<file path="config.mk">
export PLATFORM = sky130hd
export DESIGN_NAME = status_light_pattern_generator
export DESIGN_NICKNAME = d
export VERILOG_FILES = /design/src/rtl/slpg_pkg.sv /design/src/rtl/status_light_pattern_generator.sv /design/src/rtl/slpg_ctrl.sv /design/src/rtl/slpg_datapath.sv
export SDC_FILE = /design/constraint.sdc
export NUM_CORES = 2
export LEC_CHECK = 0
export BUFFER_PORTS_ARGS = -buffer_cell sky130_fd_sc_hd__buf_2
export CORE_ASPECT_RATIO = 0.9
export CORE_MARGIN = 5
export CORE_UTILIZATION = 35
export CTS_CLUSTER_DIAMETER = 40
export DETAILED_ROUTE_END_ITERATION = 10
export HOLD_SLACK_MARGIN = 0.03
export PLACE_DENSITY = 0.46
export SLEW_MARGIN = 20
export SYNTH_ARGS = -nofsm -noshare
export SYNTH_HDL_FRONTEND = slang
export SYNTH_SLANG_ARGS = --single-unit
</file>
<file path="constraint.sdc">
create_clock -name clk -period 8.8 [get_ports clk]
set_input_delay 0.88 -clock clk [delete_from_list [all_inputs] [get_ports clk]]
set_output_delay 0.88 -clock clk [all_outputs]
set_load 0.01 [all_outputs]
</file>
<file path="src/rtl/slpg_pkg.sv">
// ----------------------------------------------------------------------------
// slpg_pkg
// Shared codes, constants, command/status bundles and the working palette
// for the status light pattern generator.
// ----------------------------------------------------------------------------
package slpg_pkg;

  // input word kinds (carried on tuser)
  localparam logic [1:0] ACT_TICK     = 2'd0;
  localparam logic [1:0] ACT_SET      = 2'd1;
  localparam logic [1:0] ACT_ACTIVITY = 2'd2;
  localparam logic [1:0] ACT_LINK     = 2'd3;

  // signal modes
  localparam logic [2:0] MODE_IDLE      = 3'd0;
  localparam logic [2:0] MODE_WORKING   = 3'd1;
  localparam logic [2:0] MODE_ATTENTION = 3'd2;
  localparam logic [2:0] MODE_BLOCKED   = 3'd3;
  localparam logic [2:0] MODE_COMPLETE  = 3'd4;
  localparam logic [2:0] MODE_OFF       = 3'd5;

  // colors, R in 23:16, G 15:8, B 7:0
  localparam logic [23:0] COLOR_WORK_GREEN = 24'h00FF20;
  localparam logic [23:0] COLOR_AMBER      = 24'hFFD000;
  localparam logic [23:0] COLOR_WORK_RED   = 24'hFF1800;
  localparam logic [23:0] COLOR_IDLE_GREEN = 24'h00FF18;
  localparam logic [23:0] COLOR_BREATH     = 24'h0060FF;
  localparam logic [23:0] COLOR_RED        = 24'hFF0000;

  // timing constants, all in ms
  localparam logic [4:0]  FRAME_MS     = 5'd20;
  localparam logic [13:0] QUIET_LIMIT  = 14'd15000;
  localparam logic [10:0] PHASE_LAST   = 11'd1799;
  localparam logic [31:0] COMPLETE_MS  = 32'd1400;
  localparam logic [10:0] SEG_MS       = 11'd1500;
  localparam logic [12:0] WORK_LAST    = 13'd4499;
  localparam logic [12:0] WORK_OFFSET  = 13'd2250;
  // elapsed value at which elapsed + offset wraps to zero in 32 bits
  localparam logic [31:0] OFFSET_WRAP  = 32'hFFFF_F736;
  localparam logic [9:0]  ATTN_LAST    = 10'd899;
  localparam logic [9:0]  ATTN_ON      = 10'd500;
  localparam logic [10:0] BLOCK_LAST   = 11'd1099;
  localparam logic [8:0]  DONE_LAST    = 9'd499;
  localparam logic [8:0]  DONE_ON      = 9'd220;

  // reciprocals: x/1500 = (x*R)>>29 for x < 2^19; x/60 = (x*R)>>18 for x < 4681
  localparam logic [18:0] DIV1500_RECIP = 19'd357914;
  localparam logic [12:0] DIV60_RECIP   = 13'd4370;

  // controller states
  typedef enum logic [2:0] {
    ST_IDLE,
    ST_APPLY,
    ST_SEL,
    ST_MIX,
    ST_DIV,
    ST_SCALE,
    ST_STORE,
    ST_CMP
  } slpg_state_t;

  // controller to datapath
  typedef struct packed {
    logic load_in;   // capture the accepted input word
    logic apply;     // update timers and mode from the held word
    logic store;     // write a finished LED color
    logic publish;   // compare with shown colors and emit on change
    logic led;       // LED under work
  } slpg_cmd_t;

  // datapath to controller
  typedef struct packed {
    logic frame_due;  // the held word is a tick that renders a frame
    logic out_busy;   // output register full and not being taken
  } slpg_status_t;

  // working blend palette
  function automatic logic [23:0] work_palette(input logic [1:0] idx);
    logic [23:0] c;
    case (idx)
      2'd0:    c = COLOR_WORK_GREEN;
      2'd1:    c = COLOR_AMBER;
      2'd2:    c = COLOR_WORK_RED;
      default: c = 24'h000000;
    endcase
    return c;
  endfunction

endpackage

</file>
<file path="src/rtl/status_light_pattern_generator.sv">
// ----------------------------------------------------------------------------
// status_light_pattern_generator
// Two-LED status light: mode-driven blink, blend and breathing patterns,
// rendered every 20 ticks; emitted on a color or mode change or brightness write.
//
//   channel      | direction | contents
//   -------------+-----------+-------------------------------------------------
//   s_axis       | in        | tuser: action; tdata: new_mode, link_up
//   m_axis       | out       | tdata: first_color, second_color
//   brightness_* | in        | level write, taken whenever wr_en is high
//
// A non-rendering word goes through accept and apply. A rendering tick goes
// through accept, apply, five arithmetic steps per LED run twice over a
// three-lane blend/divide/scale pipeline, then a compare-and-publish step.
// Reset is synchronous; brightness returns to 64 and nothing is shown.
// The output register holds a word while m_axis_tready is low; the next input
// is still accepted, and a new frame waits only if the register is still full.
// ----------------------------------------------------------------------------
module status_light_pattern_generator (
  input  logic        clk,
  input  logic        rst,
  input  logic        s_axis_tvalid,
  output logic        s_axis_tready,
  input  logic [7:0]  s_axis_tdata,       // [2:0] new_mode, [3] link_up, [7:4] zero
  input  logic [1:0]  s_axis_tuser,       // [1:0] action
  output logic        m_axis_tvalid,
  input  logic        m_axis_tready,
  output logic [47:0] m_axis_tdata,       // [23:0] first_color, [47:24] second_color
  input  logic        brightness_wr_en,
  input  logic [7:0]  brightness_wr_data
);

  slpg_pkg::slpg_cmd_t    cmd;
  slpg_pkg::slpg_status_t status;

  // sequencer
  slpg_ctrl u_ctrl (
    .clk           (clk),
    .rst           (rst),
    .s_axis_tvalid (s_axis_tvalid),
    .s_axis_tready (s_axis_tready),
    .status        (status),
    .cmd           (cmd)
  );

  // timers, color math and output register
  slpg_datapath u_datapath (
    .clk                (clk),
    .rst                (rst),
    .cmd                (cmd),
    .status             (status),
    .s_axis_tdata       (s_axis_tdata),
    .s_axis_tuser       (s_axis_tuser),
    .brightness_wr_en   (brightness_wr_en),
    .brightness_wr_data (brightness_wr_data),
    .m_axis_tvalid      (m_axis_tvalid),
    .m_axis_tready      (m_axis_tready),
    .m_axis_tdata       (m_axis_tdata)
  );

endmodule

</file>
<file path="src/rtl/slpg_ctrl.sv">
// ----------------------------------------------------------------------------
// slpg_ctrl
// Sequencer: accepts and applies a word; for a rendering tick it walks
// both LEDs through select/mix/divide/scale/store and publishes the frame.
// ----------------------------------------------------------------------------
module slpg_ctrl (
  input  logic                  clk,
  input  logic                  rst,
  input  logic                  s_axis_tvalid,
  output logic                  s_axis_tready,
  input  slpg_pkg::slpg_status_t status,
  output slpg_pkg::slpg_cmd_t    cmd
);

  slpg_pkg::slpg_state_t state, state_next;
  logic                  led, led_next;

  // state register
  always_ff @(posedge clk) begin
    if (rst) begin
      state <= slpg_pkg::ST_IDLE;
      led   <= 1'b0;
    end else begin
      state <= state_next;
      led   <= led_next;
    end
  end

  // next state and commands
  always_comb begin
    state_next    = state;
    led_next      = led;
    s_axis_tready = 1'b0;
    cmd           = '0;
    cmd.led       = led;
    case (state)
      slpg_pkg::ST_IDLE: begin
        s_axis_tready = 1'b1;
        if (s_axis_tvalid) begin
          cmd.load_in = 1'b1;
          state_next  = slpg_pkg::ST_APPLY;
        end
      end
      slpg_pkg::ST_APPLY: begin
        cmd.apply = 1'b1;
        if (status.frame_due) begin
          led_next   = 1'b0;
          state_next = slpg_pkg::ST_SEL;
        end else begin
          state_next = slpg_pkg::ST_IDLE;
        end
      end
      slpg_pkg::ST_SEL:   state_next = slpg_pkg::ST_MIX;
      slpg_pkg::ST_MIX:   state_next = slpg_pkg::ST_DIV;
      slpg_pkg::ST_DIV:   state_next = slpg_pkg::ST_SCALE;
      slpg_pkg::ST_SCALE: state_next = slpg_pkg::ST_STORE;
      slpg_pkg::ST_STORE: begin
        cmd.store = 1'b1;
        if (led) begin
          state_next = slpg_pkg::ST_CMP;
        end else begin
          led_next   = 1'b1;
          state_next = slpg_pkg::ST_SEL;
        end
      end
      slpg_pkg::ST_CMP: begin
        // hold until the output register can take a new word
        if (!status.out_busy) begin
          cmd.publish = 1'b1;
          state_next  = slpg_pkg::ST_IDLE;
        end
      end
      default: state_next = slpg_pkg::ST_IDLE;
    endcase
  end

endmodule

</file>
<file path="src/rtl/slpg_datapath.sv">
// ----------------------------------------------------------------------------
// slpg_datapath
// Timers, mode state, color selection, three-lane blend/scale arithmetic,
// shown-color memory and the output register.
// ----------------------------------------------------------------------------
module slpg_datapath (
  input  logic                   clk,
  input  logic                   rst,
  input  slpg_pkg::slpg_cmd_t    cmd,
  output slpg_pkg::slpg_status_t status,
  input  logic [7:0]             s_axis_tdata,
  input  logic [1:0]             s_axis_tuser,
  input  logic                   brightness_wr_en,
  input  logic [7:0]             brightness_wr_data,
  output logic                   m_axis_tvalid,
  input  logic                   m_axis_tready,
  output logic [47:0]            m_axis_tdata
);

  // held input word
  logic [1:0]  act_q;
  logic [2:0]  mode_in_q;
  logic        link_in_q;

  // control state
  logic [7:0]  brightness;
  logic [2:0]  signal_mode, signal_mode_next;
  logic [31:0] mode_elapsed, mode_elapsed_next;
  logic [13:0] quiet_time, quiet_time_next;
  logic        link_connected, link_connected_next;
  logic [10:0] wait_phase, wait_phase_next;
  logic [4:0]  frame_age, frame_age_next;
  logic        shown_valid, shown_valid_next;
  // positions of elapsed time within each pattern period
  logic [12:0] pos_a, pos_a_next;      // elapsed mod 4500
  logic [12:0] pos_b, pos_b_next;      // (elapsed + 2250) mod 4500
  logic [9:0]  cnt_attn, cnt_attn_next;
  logic [10:0] cnt_block, cnt_block_next;
  logic [8:0]  cnt_done, cnt_done_next;

  // tick helpers
  logic [31:0] elapsed_inc;
  logic        complete_done;
  logic [4:0]  age_tick;
  logic        tick_held;

  // pipeline
  logic [23:0] sel_x, sel_y, sel_x_next, sel_y_next;
  logic [10:0] sel_w, sel_w_next;
  logic [7:0]  sel_lvl, sel_lvl_next;
  logic [18:0] mix_v [3];
  logic [7:0]  mix_lvl;
  logic [7:0]  div_q [3];
  logic [7:0]  div_lvl;
  logic [15:0] scale_p [3];
  logic [23:0] done_color;
  logic [23:0] color0, color1;
  logic [23:0] shown0, shown1;
  logic        differs;

  // ---------------------------------------------------------------
  // tick bookkeeping shared by state update and frame decision
  always_comb begin
    tick_held     = (act_q == slpg_pkg::ACT_TICK);
    elapsed_inc   = mode_elapsed + 32'd1;
    complete_done = (signal_mode == slpg_pkg::MODE_COMPLETE) &&
                    (elapsed_inc >= slpg_pkg::COMPLETE_MS);
    if (complete_done) begin
      age_tick = slpg_pkg::FRAME_MS;
    end else if (frame_age < slpg_pkg::FRAME_MS) begin
      age_tick = frame_age + 5'd1;
    end else begin
      age_tick = frame_age;
    end
  end

  assign status.frame_due = tick_held && (age_tick >= slpg_pkg::FRAME_MS);
  assign status.out_busy  = m_axis_tvalid && !m_axis_tready;
  assign differs = !shown_valid || (color0 != shown0) || (color1 != shown1);

  // ---------------------------------------------------------------
  // next state of timers and mode
  always_comb begin
    signal_mode_next    = signal_mode;
    mode_elapsed_next   = mode_elapsed;
    quiet_time_next     = quiet_time;
    link_connected_next = link_connected;
    wait_phase_next     = wait_phase;
    frame_age_next      = frame_age;
    shown_valid_next    = shown_valid;
    pos_a_next          = pos_a;
    pos_b_next          = pos_b;
    cnt_attn_next       = cnt_attn;
    cnt_block_next      = cnt_block;
    cnt_done_next       = cnt_done;
    if (cmd.apply) begin
      case (act_q)
        slpg_pkg::ACT_SET: begin
          // codes six and seven are ignored
          if (mode_in_q <= slpg_pkg::MODE_OFF) begin
            signal_mode_next  = mode_in_q;
            mode_elapsed_next = 32'd0;
            quiet_time_next   = 14'd0;
            frame_age_next    = slpg_pkg::FRAME_MS;
            shown_valid_next  = 1'b0;
            pos_a_next        = 13'd0;
            pos_b_next        = slpg_pkg::WORK_OFFSET;
            cnt_attn_next     = 10'd0;
            cnt_block_next    = 11'd0;
            cnt_done_next     = 9'd0;
          end
        end
        slpg_pkg::ACT_ACTIVITY: quiet_time_next = 14'd0;
        slpg_pkg::ACT_LINK: begin
          link_connected_next = link_in_q;
          quiet_time_next     = 14'd0;
        end
        default: begin
          // one millisecond tick
          mode_elapsed_next = elapsed_inc;
          if (quiet_time < slpg_pkg::QUIET_LIMIT) quiet_time_next = quiet_time + 14'd1;
          wait_phase_next = (wait_phase == slpg_pkg::PHASE_LAST) ? 11'd0 : wait_phase + 11'd1;
          // elapsed wrapping to zero restarts the periods
          if (elapsed_inc == 32'd0) begin
            pos_a_next     = 13'd0;
            cnt_attn_next  = 10'd0;
            cnt_block_next = 11'd0;
            cnt_done_next  = 9'd0;
          end else begin
            pos_a_next     = (pos_a == slpg_pkg::WORK_LAST) ? 13'd0 : pos_a + 13'd1;
            cnt_attn_next  = (cnt_attn == slpg_pkg::ATTN_LAST) ? 10'd0 : cnt_attn + 10'd1;
            cnt_block_next = (cnt_block == slpg_pkg::BLOCK_LAST) ? 11'd0 : cnt_block + 11'd1;
            cnt_done_next  = (cnt_done == slpg_pkg::DONE_LAST) ? 9'd0 : cnt_done + 9'd1;
          end
          if (elapsed_inc == slpg_pkg::OFFSET_WRAP) begin
            pos_b_next = 13'd0;
          end else begin
            pos_b_next = (pos_b == slpg_pkg::WORK_LAST) ? 13'd0 : pos_b + 13'd1;
          end
          // complete falls back to idle, quiet time kept
          if (complete_done) begin
            signal_mode_next  = slpg_pkg::MODE_IDLE;
            mode_elapsed_next = 32'd0;
            shown_valid_next  = 1'b0;
            pos_a_next        = 13'd0;
            pos_b_next        = slpg_pkg::WORK_OFFSET;
            cnt_attn_next     = 10'd0;
            cnt_block_next    = 11'd0;
            cnt_done_next     = 9'd0;
          end
          frame_age_next = (age_tick >= slpg_pkg::FRAME_MS) ? 5'd0 : age_tick;
        end
      endcase
    end
    if (cmd.publish && differs) shown_valid_next = 1'b1;
    if (brightness_wr_en) shown_valid_next = 1'b0;
  end

  // control registers
  always_ff @(posedge clk) begin
    if (rst) begin
      brightness     <= 8'd64;
      signal_mode    <= slpg_pkg::MODE_IDLE;
      mode_elapsed   <= 32'd0;
      quiet_time     <= 14'd0;
      link_connected <= 1'b0;
      wait_phase     <= 11'd0;
      frame_age      <= 5'd0;
      shown_valid    <= 1'b0;
      pos_a          <= 13'd0;
      pos_b          <= slpg_pkg::WORK_OFFSET;
      cnt_attn       <= 10'd0;
      cnt_block      <= 11'd0;
      cnt_done       <= 9'd0;
      m_axis_tvalid  <= 1'b0;
    end else begin
      if (brightness_wr_en) brightness <= brightness_wr_data;
      signal_mode    <= signal_mode_next;
      mode_elapsed   <= mode_elapsed_next;
      quiet_time     <= quiet_time_next;
      link_connected <= link_connected_next;
      wait_phase     <= wait_phase_next;
      frame_age      <= frame_age_next;
      shown_valid    <= shown_valid_next;
      pos_a          <= pos_a_next;
      pos_b          <= pos_b_next;
      cnt_attn       <= cnt_attn_next;
      cnt_block      <= cnt_block_next;
      cnt_done       <= cnt_done_next;
      if (cmd.publish && differs) begin
        m_axis_tvalid <= 1'b1;
      end else if (m_axis_tready) begin
        m_axis_tvalid <= 1'b0;
      end
    end
  end

  // ---------------------------------------------------------------
  // select step: blend endpoints, weight and level for one LED
  always_comb begin
    logic        breathing;
    logic [12:0] pos;
    logic [1:0]  seg;
    logic [1:0]  seg_nxt;
    logic [12:0] seg_base;
    logic [10:0] ph_off;
    logic [11:0] bx;
    logic [24:0] bprod;
    logic [5:0]  bq;
    logic [5:0]  breath;
    logic        blk_on;

    breathing = !link_connected && quiet_time >= slpg_pkg::QUIET_LIMIT &&
                (signal_mode == slpg_pkg::MODE_IDLE || signal_mode == slpg_pkg::MODE_OFF);

    // working segment and position within it
    pos = cmd.led ? pos_b : pos_a;
    if (pos >= 13'd3000) begin
      seg      = 2'd2;
      seg_base = 13'd3000;
    end else if (pos >= 13'd1500) begin
      seg      = 2'd1;
      seg_base = 13'd1500;
    end else begin
      seg      = 2'd0;
      seg_base = 13'd0;
    end
    seg_nxt = (seg == 2'd2) ? 2'd0 : seg + 2'd1;

    // breathing level: ramp up over 300 ms, down over 300 ms, then floor
    ph_off = (wait_phase < 11'd300) ? wait_phase : wait_phase - 11'd300;
    bx     = 12'(ph_off) * 12'd7;
    bprod  = 25'(bx) * 25'(slpg_pkg::DIV60_RECIP);
    bq     = bprod[23:18];
    if (wait_phase < 11'd300) begin
      breath = 6'd5 + bq;
    end else if (wait_phase < 11'd600) begin
      breath = 6'd40 - bq;
    end else begin
      breath = 6'd5;
    end

    blk_on = (cnt_block < 11'd140) || (cnt_block >= 11'd260 && cnt_block < 11'd400);

    sel_x_next   = 24'h000000;
    sel_y_next   = 24'h000000;
    sel_w_next   = 11'd0;
    sel_lvl_next = brightness;
    if (breathing) begin
      sel_lvl_next = 8'(breath);
      if (!cmd.led || wait_phase >= 11'd900) sel_x_next = slpg_pkg::COLOR_BREATH;
    end else begin
      case (signal_mode)
        slpg_pkg::MODE_IDLE: sel_x_next = slpg_pkg::COLOR_IDLE_GREEN;
        slpg_pkg::MODE_WORKING: begin
          sel_x_next = slpg_pkg::work_palette(seg);
          sel_y_next = slpg_pkg::work_palette(seg_nxt);
          sel_w_next = 11'(pos - seg_base);
        end
        slpg_pkg::MODE_ATTENTION:
          if (cnt_attn < slpg_pkg::ATTN_ON) sel_x_next = slpg_pkg::COLOR_AMBER;
        slpg_pkg::MODE_BLOCKED:
          if (blk_on) sel_x_next = slpg_pkg::COLOR_RED;
        slpg_pkg::MODE_COMPLETE:
          if (cnt_done < slpg_pkg::DONE_ON) sel_x_next = slpg_pkg::COLOR_IDLE_GREEN;
        default: sel_x_next = 24'h000000;
      endcase
    end
  end

  // arithmetic pipeline, one lane per color channel (lane 2 red .. lane 0 blue)
  always_comb begin
    logic [16:0] rnd;
    done_color = 24'h000000;
    for (int i = 0; i < 3; i++) begin
      // divide by 255 exactly: (p + 1 + p/256) / 256
      rnd = 17'(scale_p[i]) + 17'd1 + 17'(scale_p[i][15:8]);
      done_color[8*i +: 8] = rnd[15:8];
    end
  end

  always_ff @(posedge clk) begin
    logic [10:0] w_inv;
    logic [37:0] dprod;
    if (cmd.load_in) begin
      act_q     <= s_axis_tuser;
      mode_in_q <= s_axis_tdata[2:0];
      link_in_q <= s_axis_tdata[3];
    end
    // select
    sel_x   <= sel_x_next;
    sel_y   <= sel_y_next;
    sel_w   <= sel_w_next;
    sel_lvl <= sel_lvl_next;
    // blend: x*(1500-w) + y*w
    w_inv   = slpg_pkg::SEG_MS - sel_w;
    mix_lvl <= sel_lvl;
    for (int i = 0; i < 3; i++) begin
      mix_v[i] <= 19'(sel_x[8*i +: 8]) * 19'(w_inv) + 19'(sel_y[8*i +: 8]) * 19'(sel_w);
    end
    // divide by 1500
    div_lvl <= mix_lvl;
    for (int i = 0; i < 3; i++) begin
      dprod     = 38'(mix_v[i]) * 38'(slpg_pkg::DIV1500_RECIP);
      div_q[i] <= dprod[36:29];
    end
    // scale by level
    for (int i = 0; i < 3; i++) begin
      scale_p[i] <= 16'(div_q[i]) * 16'(div_lvl);
    end
    // store finished LED color
    if (cmd.store) begin
      if (cmd.led) begin
        color1 <= done_color;
      end else begin
        color0 <= done_color;
      end
    end
    // publish on change
    if (cmd.publish && differs) begin
      shown0       <= color0;
      shown1       <= color1;
      m_axis_tdata <= {color1, color0};
    end
  end

endmodule

</file>
# [Word level (Yosys, flattened, before mapping)]
# Memory sizes are Yosys's and may differ from the RTL's.
# Index checks and enable logic that the tools add are counted.
[op_classes] n_mux=79 n_lt_le_gt_ge=16 n_mul=14 n_addsub=24 reduce_logical=42 bitwise=4 eq_ne=34
[op_table] operator="one-hot mux 24 bit (3 select lines)" n=2
[op_table] operator="one-hot mux 24 bit (5 select lines)" n=1
[op_table] operator="two-way mux 13 bit" n=9
[op_table] operator="multiplier 8 x 11 -> 19 bit" n=6
[op_table] operator="multiplier 19 x 18 -> 36 bit (second input constant)" n=3
[op_table] operator="two-way mux 11 bit" n=8
[op_table] operator="two-way mux 24 bit" n=3
[op_table] operator="two-way mux 32 bit" n=2
[op_table] operator="one-hot mux 32 bit (2 select lines)" n=1
[op_table] operator="adder 19 bit" n=3
[op_table] operator="one-hot mux 13 bit (2 select lines)" n=2
[op_table] operator="adder 16 x 1 -> 16 bit (second input constant)" n=3
[op_table] operator="adder 16 x 8 -> 16 bit" n=3
[op_table] operator="multiplier 8 x 8 -> 16 bit" n=3
[op_table] operator="!= test 24 bit" n=2
[op_table] operator="two-way mux 10 bit" n=4
[op_table] operator="two-way mux 9 bit" n=4
[op_table] operator="adder 32 x 1 -> 32 bit (second input constant)" n=1
[op_table] operator="equality test 32 bit (second input constant)" n=1
[op_table] operator="greater-or-equal comparator 32 x 11 -> 1 bit (second input constant)" n=1
[op_table] operator="zero test 32 bit" n=1
[op_table] operator="two-way mux 14 bit" n=2
[op_table] operator="one-hot mux 14 bit (2 select lines)" n=1
[op_table] operator="adder 13 x 1 -> 13 bit (second input constant)" n=2
[op_table] operator="66 further kinds" n=145
[word_totals] input_bits=23 register_bits=369 mem_bits_rw=129 output_inout_bits=50 word_cells=247 mem_count=3
[memory_table] memory="u_datapath.mix_v" depth=3 width=19 read_ports=3 rd_ports_with_merged_regs=0 write_ports=3 line_no="slpg_datapath.sv:51" source="logic [18:0] mix_v [3];"
[memory_table] memory="u_datapath.scale_p" depth=3 width=16 read_ports=3 rd_ports_with_merged_regs=0 write_ports=3 line_no="slpg_datapath.sv:55" source="logic [15:0] scale_p [3];"
[memory_table] memory="u_datapath.div_q" depth=3 width=8 read_ports=3 rd_ports_with_merged_regs=0 write_ports=3 line_no="slpg_datapath.sv:53" source="logic [7:0] div_q [3];"

# [Logic depth before layout (Yosys ltp)]
[depth] ltp_word=8 depth_mapped=38 ltp_nobuf=36

# [Cells and area by module]
# A second synthesis with hierarchy kept.
[hier_totals] cells_unflattened=5632 area_unflattened_um2=55042.8
[by_module_without_submodules] module="slpg_datapath" area_each_um2=54791.3 cells_per_inst=5602 n_inst=1 seq_area_each_um2=9288.9
[by_module_without_submodules] module="slpg_ctrl" area_each_um2=251.5 cells_per_inst=30 n_inst=1 seq_area_each_um2=80.1

# [Least setup slack after synthesis]
# No wires, ideal clock.
[synth_timing] kind="register -> register" start="register u_datapath.wait_phase[3]" end="register u_datapath.sel_lvl[5]" synth_period_minus_slack_ns=7.640 t_arrival_ns=7.570 slack_ns=1.160 setup_time_ns=0.070 stages_incl_launch_ff=35 path_buffers=2 t_required_ns=8.730 cell_sequence="dfxtp_1 -> clkbuf_1 -> a21o_1 -> a21oi_1 -> nor2b_1 -> nand2b_1 -> nand2_1 -> clkbuf_1 -> xnor2_1 -> fa_1 -> inv_1 -> ha_1 -> a21o_1 -> a211oi_1 -> nor2_1 -> o41a_1 -> a21o_1 -> a21oi_1 -> xor2_1 -> inv_1 -> fa_1 -> inv_1 -> ha_1 -> ha_1 -> ha_1 -> a21o_1 -> a22o_1 -> inv_1 -> a41oi_1 -> or2_2 -> a21o_1 -> a21oi_1 -> xnor2_1 -> mux4_2 -> a21oi_1"
[synth_via] elab_chain_len=8 elab_cells_between_ends=11 cone_classes="add/sub (3); mul (2); order compare (2); mux (4)"
[synth_lines] item="from (decl)" line_no="slpg_datapath.sv:31" source="logic [10:0] wait_phase, wait_phase_next;"
[synth_lines] item="from (signal assigned)" line_no="slpg_datapath.sv:182" source="wait_phase <= wait_phase_next;"
[synth_lines] item="subtractor 11 x 9 -> 11 bit or < comparator 11 x 9 -> 1 bit (tied branches)" line_no="slpg_datapath.sv:231, slpg_datapath.sv:235"
[synth_lines] item="two-way mux 11 bit" line_no="slpg_datapath.sv:231" source="ph_off = (wait_phase < 11'd300) ? wait_phase : wait_phase - 11'd300;"
[synth_lines] item="multiplier 11 x 3 -> 12 bit" line_no="slpg_datapath.sv:232" source="bx = 12'(ph_off) * 12'd7;"
[synth_lines] item="multiplier 12 x 12 -> 23 bit" line_no="slpg_datapath.sv:233" source="bprod = 25'(bx) * 25'(slpg_pkg::DIV60_RECIP);"
[synth_lines] item="subtractor 6 bit" line_no="slpg_datapath.sv:238" source="breath = 6'd40 - bq;"
[synth_lines] item="two-way mux 6 bit" line_no="slpg_datapath.sv:237" source="end else if (wait_phase < 11'd600) begin"
[synth_lines] item="two-way mux 6 bit (*)" line_no="slpg_datapath.sv:235" source="if (wait_phase < 11'd300) begin"
[synth_lines] item="two-way mux 6 bit (*)" line_no="slpg_datapath.sv:249" source="if (breathing) begin"
[synth_lines] item="named net u_datapath.sel_lvl_next[5]" line_no="slpg_datapath.sv:50" source="logic [7:0] sel_lvl, sel_lvl_next;"
[synth_lines] item="to (signal assigned)" line_no="slpg_datapath.sv:294" source="sel_lvl <= sel_lvl_next;"
[synth_lines] item="to (decl)" line_no="slpg_datapath.sv:50"
# Mark *: on every way through the listed nets, which the timed path passes. The rest lies on a longest branch.
# A chain may end at the register's enable or synchronous reset.

# [Final worst setup path]
[layout_timing] start="register u_datapath.wait_phase[4]" end="register u_datapath.sel_lvl[5]"
# Same word-level chain as after synthesis.

==> summary.json <==
{
  "placed_design": {
    "postPlaceCellArea_mm2": 0.0565,
    "finalWeightedCongestion": 0.819,
    "placement.io_buffers": 68,
    "dpl.hpwl_um": 106000
  },
  "cells_and_area": {
    "drive_above_1_share_pct": 4.95,
    "fin_area_mm2": 0.0592,
    "final_nets": 7217,
    "layout-area-overhead-vs-synth_pct": 10.0
  },
  "synth": {
    "yosysMostFrequentCell": "sky130_fd_sc_hd__inv_1",
    "synth_sequential_area_ratio_pct": 17.4,
    "asyncSetResetFlopFracSynth_pct": 0,
    "net_count_of_the_mapped_netlist": 7153,
    "synthesis.area_mm2": 0.0538,
    "synth_flop_cell": "sky130_fd_sc_hd__dfxtp_1",
    "synth_top_cells_by_area": "sky130_fd_sc_hd__fa_1 30%, sky130_fd_sc_hd__ha_1 20%, sky130_fd_sc_hd__dfxtp_1 12%",
    "postSynthRegisterBits": 417,
    "syn-instance-count": 5450,
    "ys.warnings.count": 0,
    "cell_type_with_the_largest_total_area_after_synthesis": "sky130_fd_sc_hd__fa_1",
    "synthesis.area_per_instance_um2": 9.88,
    "synth_edf_count": 102,
    "post_synth_most_frequent_cells": "1205 x sky130_fd_sc_hd__inv_1, 878 x sky130_fd_sc_hd__ha_1, 802 x sky130_fd_sc_hd__fa_1",
    "synth_cell_types": 90,
    "synth_top_area_share_pct": 29.8
  },
  "setup_path": {
    "crit_slowest_cell": "sky130_fd_sc_hd__mux4_2",
    "crit_type": "flip-flop to flip-flop",
    "critPathBufInv": 3,
    "arrival_time_at_the_worst_endpoint_ps": 8690,
    "critical_path_required_ps": 9370,
    "crit_path_max_fanout": 12,
    "critical_path_launch_point_type": "flip-flop",
    "timing.critical_path.max_delay_family": "adder cells",
    "cp-end-kind": "flip-flop",
    "cp_slowest_stage_delay_ps": 550
  },
  "timing": {
    "fin_skew_ps": 31.5,
    "max_slew.worst_pin.slew_ps": 1060,
    "max-slew-margin-rel_pct": 29.6,
    "fin_tns_setup_ps": 0,
    "rsz0062_at_grt": "no",
    "slew_viol_final": 0,
    "setup_viol_count_final": 0,
    "final.min_clock_period_ps": 8120,
    "fmaxAchievable_mhz": 123,
    "holdWs_ps": 320,
    "fin_crit_sh_pct": 92.2,
    "finalHoldViolations": 0
  },
  "die": {
    "rows": 136,
    "pin_count": 73,
    "coreArea_mm2": 0.153,
    "design.die.area_mm2": 0.162,
    "die_h_um": 382,
    "floorplan.initialDensity_pct": 35.2,
    "die_w_um": 423
  },
  "clock_tree": {
    "cts_buf_count": 80,
    "clock_latency_late_sink_ps": 660,
    "path_clk_slew_ps": 50,
    "ctsRootBufferMaster": "sky130_fd_sc_hd__clkbuf_16",
    "cts-root-to-sink-buffers": 3,
    "clk_sinks": 417,
    "cts.htree.levels": 3,
    "tritoncts": "yes",
    "hold_buffers": 0,
    "total_of_cells_resized_after_clock_tree_synthesis": 0,
    "post_cts.repair.setup_buffers": 0
  },
  "drt": {
    "route.antenna.remaining_nets": 0,
    "initialDrtViolationCount": 1528,
    "routed-via-count": 35478,
    "drt_pass_1_iters": 5,
    "totalWireLength_um": 125000,
    "dr_vias_cell": 4.68,
    "routedWlPerCell_um": 16.5,
    "route.detailed.drc": 0
  },
  "grt": {
    "grt_max_degree": 66,
    "grt_usage_pct": 16.0,
    "first_pass_grt_wire_length_um": 208000,
    "grt_pass1_vias": 38269,
    "antenna_found_initial": 3,
    "globalRoute.totalOverflow": 0
  },
  "status": {
    "run_status": "completed"
  },
  "run": {
    "drv_cap": 0
  },
  "worst_hold_path": {
    "min_path_type": "flip-flop to flip-flop"
  }
}
==> layout by cell type, fill, tap and decap left out, types with 63 or more instances in the layout <==
master and instances:
sky130_fd_sc_hd__inv_1 1205, sky130_fd_sc_hd__ha_1 878, sky130_fd_sc_hd__fa_1 802, sky130_fd_sc_hd__dfxtp_1 315, sky130_fd_sc_hd__nand2_1 300, sky130_fd_sc_hd__and2_1 236
sky130_fd_sc_hd__nor2_1 198, sky130_fd_sc_hd__xnor2_1 197, sky130_fd_sc_hd__a21oi_1 158, sky130_fd_sc_hd__o21ai_0 129, sky130_fd_sc_hd__edfxtp_1 102, sky130_fd_sc_hd__nand3_1 101
sky130_fd_sc_hd__xor2_1 92, sky130_fd_sc_hd__clkbuf_16 80, sky130_fd_sc_hd__buf_2 68, sky130_fd_sc_hd__a21o_1 64, sky130_fd_sc_hd__nor3_1 63
==> registers in the layout, indices dropped and copies added, names as in the netlist, 14 cells and up <==
signal                   count
u_datapath.color0           24
u_datapath.color1           24
u_datapath.div_q            24
u_datapath.mix_v            57
u_datapath.mode_elapsed     32
u_datapath.quiet_time       14
u_datapath.scale_p          48
u_datapath.shown0           23
u_datapath.shown1           24
==> kinds of logic (layout without fill, tap and decap cells) <==
kind of cell               count (synthesis)  after routing  synth area share (%)
xor gates and xnor gates                 291            291                  4.73
adders and majority gates               1680           1680                  50.2
and+or+nand+nor                         1122           1122                  10.7
other                                      0              1                     0
DFF                                      417            417                  17.4
buffers and inverters                   1322           1450                  9.30
AOI/OAI and AO/OA                        589            589                  7.08
muxes                                     29             29                 0.579
==> final cells by class <==
type	count	area, µm²
clock inverter	49	619
tap	2001	2500
sequential	417	9370
antenna	1	2.50
clock buffer	97	2150
fill	15268	93600
inverter	1207	4530
timing repair buffer	97	558
multi-input combinational	3711	39500
==> stage by stage <==
step	util, %	worst slack [ps]	instances
final	38.8	683	7580
after global routing	38.8	84.9	7579
after CTS	38.8	414	7579
after detailed placement	36.9	442	7433
after global placement	36.9	633	7433
after floorplan	-	1160	5450
==> final timing paths <==
kind                                               start               endpoint  slack, ps  cells past startpoint
worst min register to register     u_datapath.sel_lvl[1]  u_datapath.mix_lvl[1]        320                      0
worst max-delay path            u_datapath.wait_phase[4]  u_datapath.sel_lvl[5]        680                     35
worst max register to register  u_datapath.wait_phase[4]  u_datapath.sel_lvl[5]        680                     35
worst min-delay path               u_datapath.sel_lvl[1]  u_datapath.mix_lvl[1]        320                      0
==> metal layers <==
layer / share of wire [%] / vias up / global-route usage (%)
li1: - / 17572 / -
met1: 49 / 17305 / 22.7
met2: 45 / 475 / 25.9
met3: 4.2 / 124 / 2.84
met4: 1.6 / 2 / 2.99
met5: 0.014 / - / 0
Power is not shown: default switching activity piles up to over one toggle a cycle in this logic, so the estimate is an artifact.
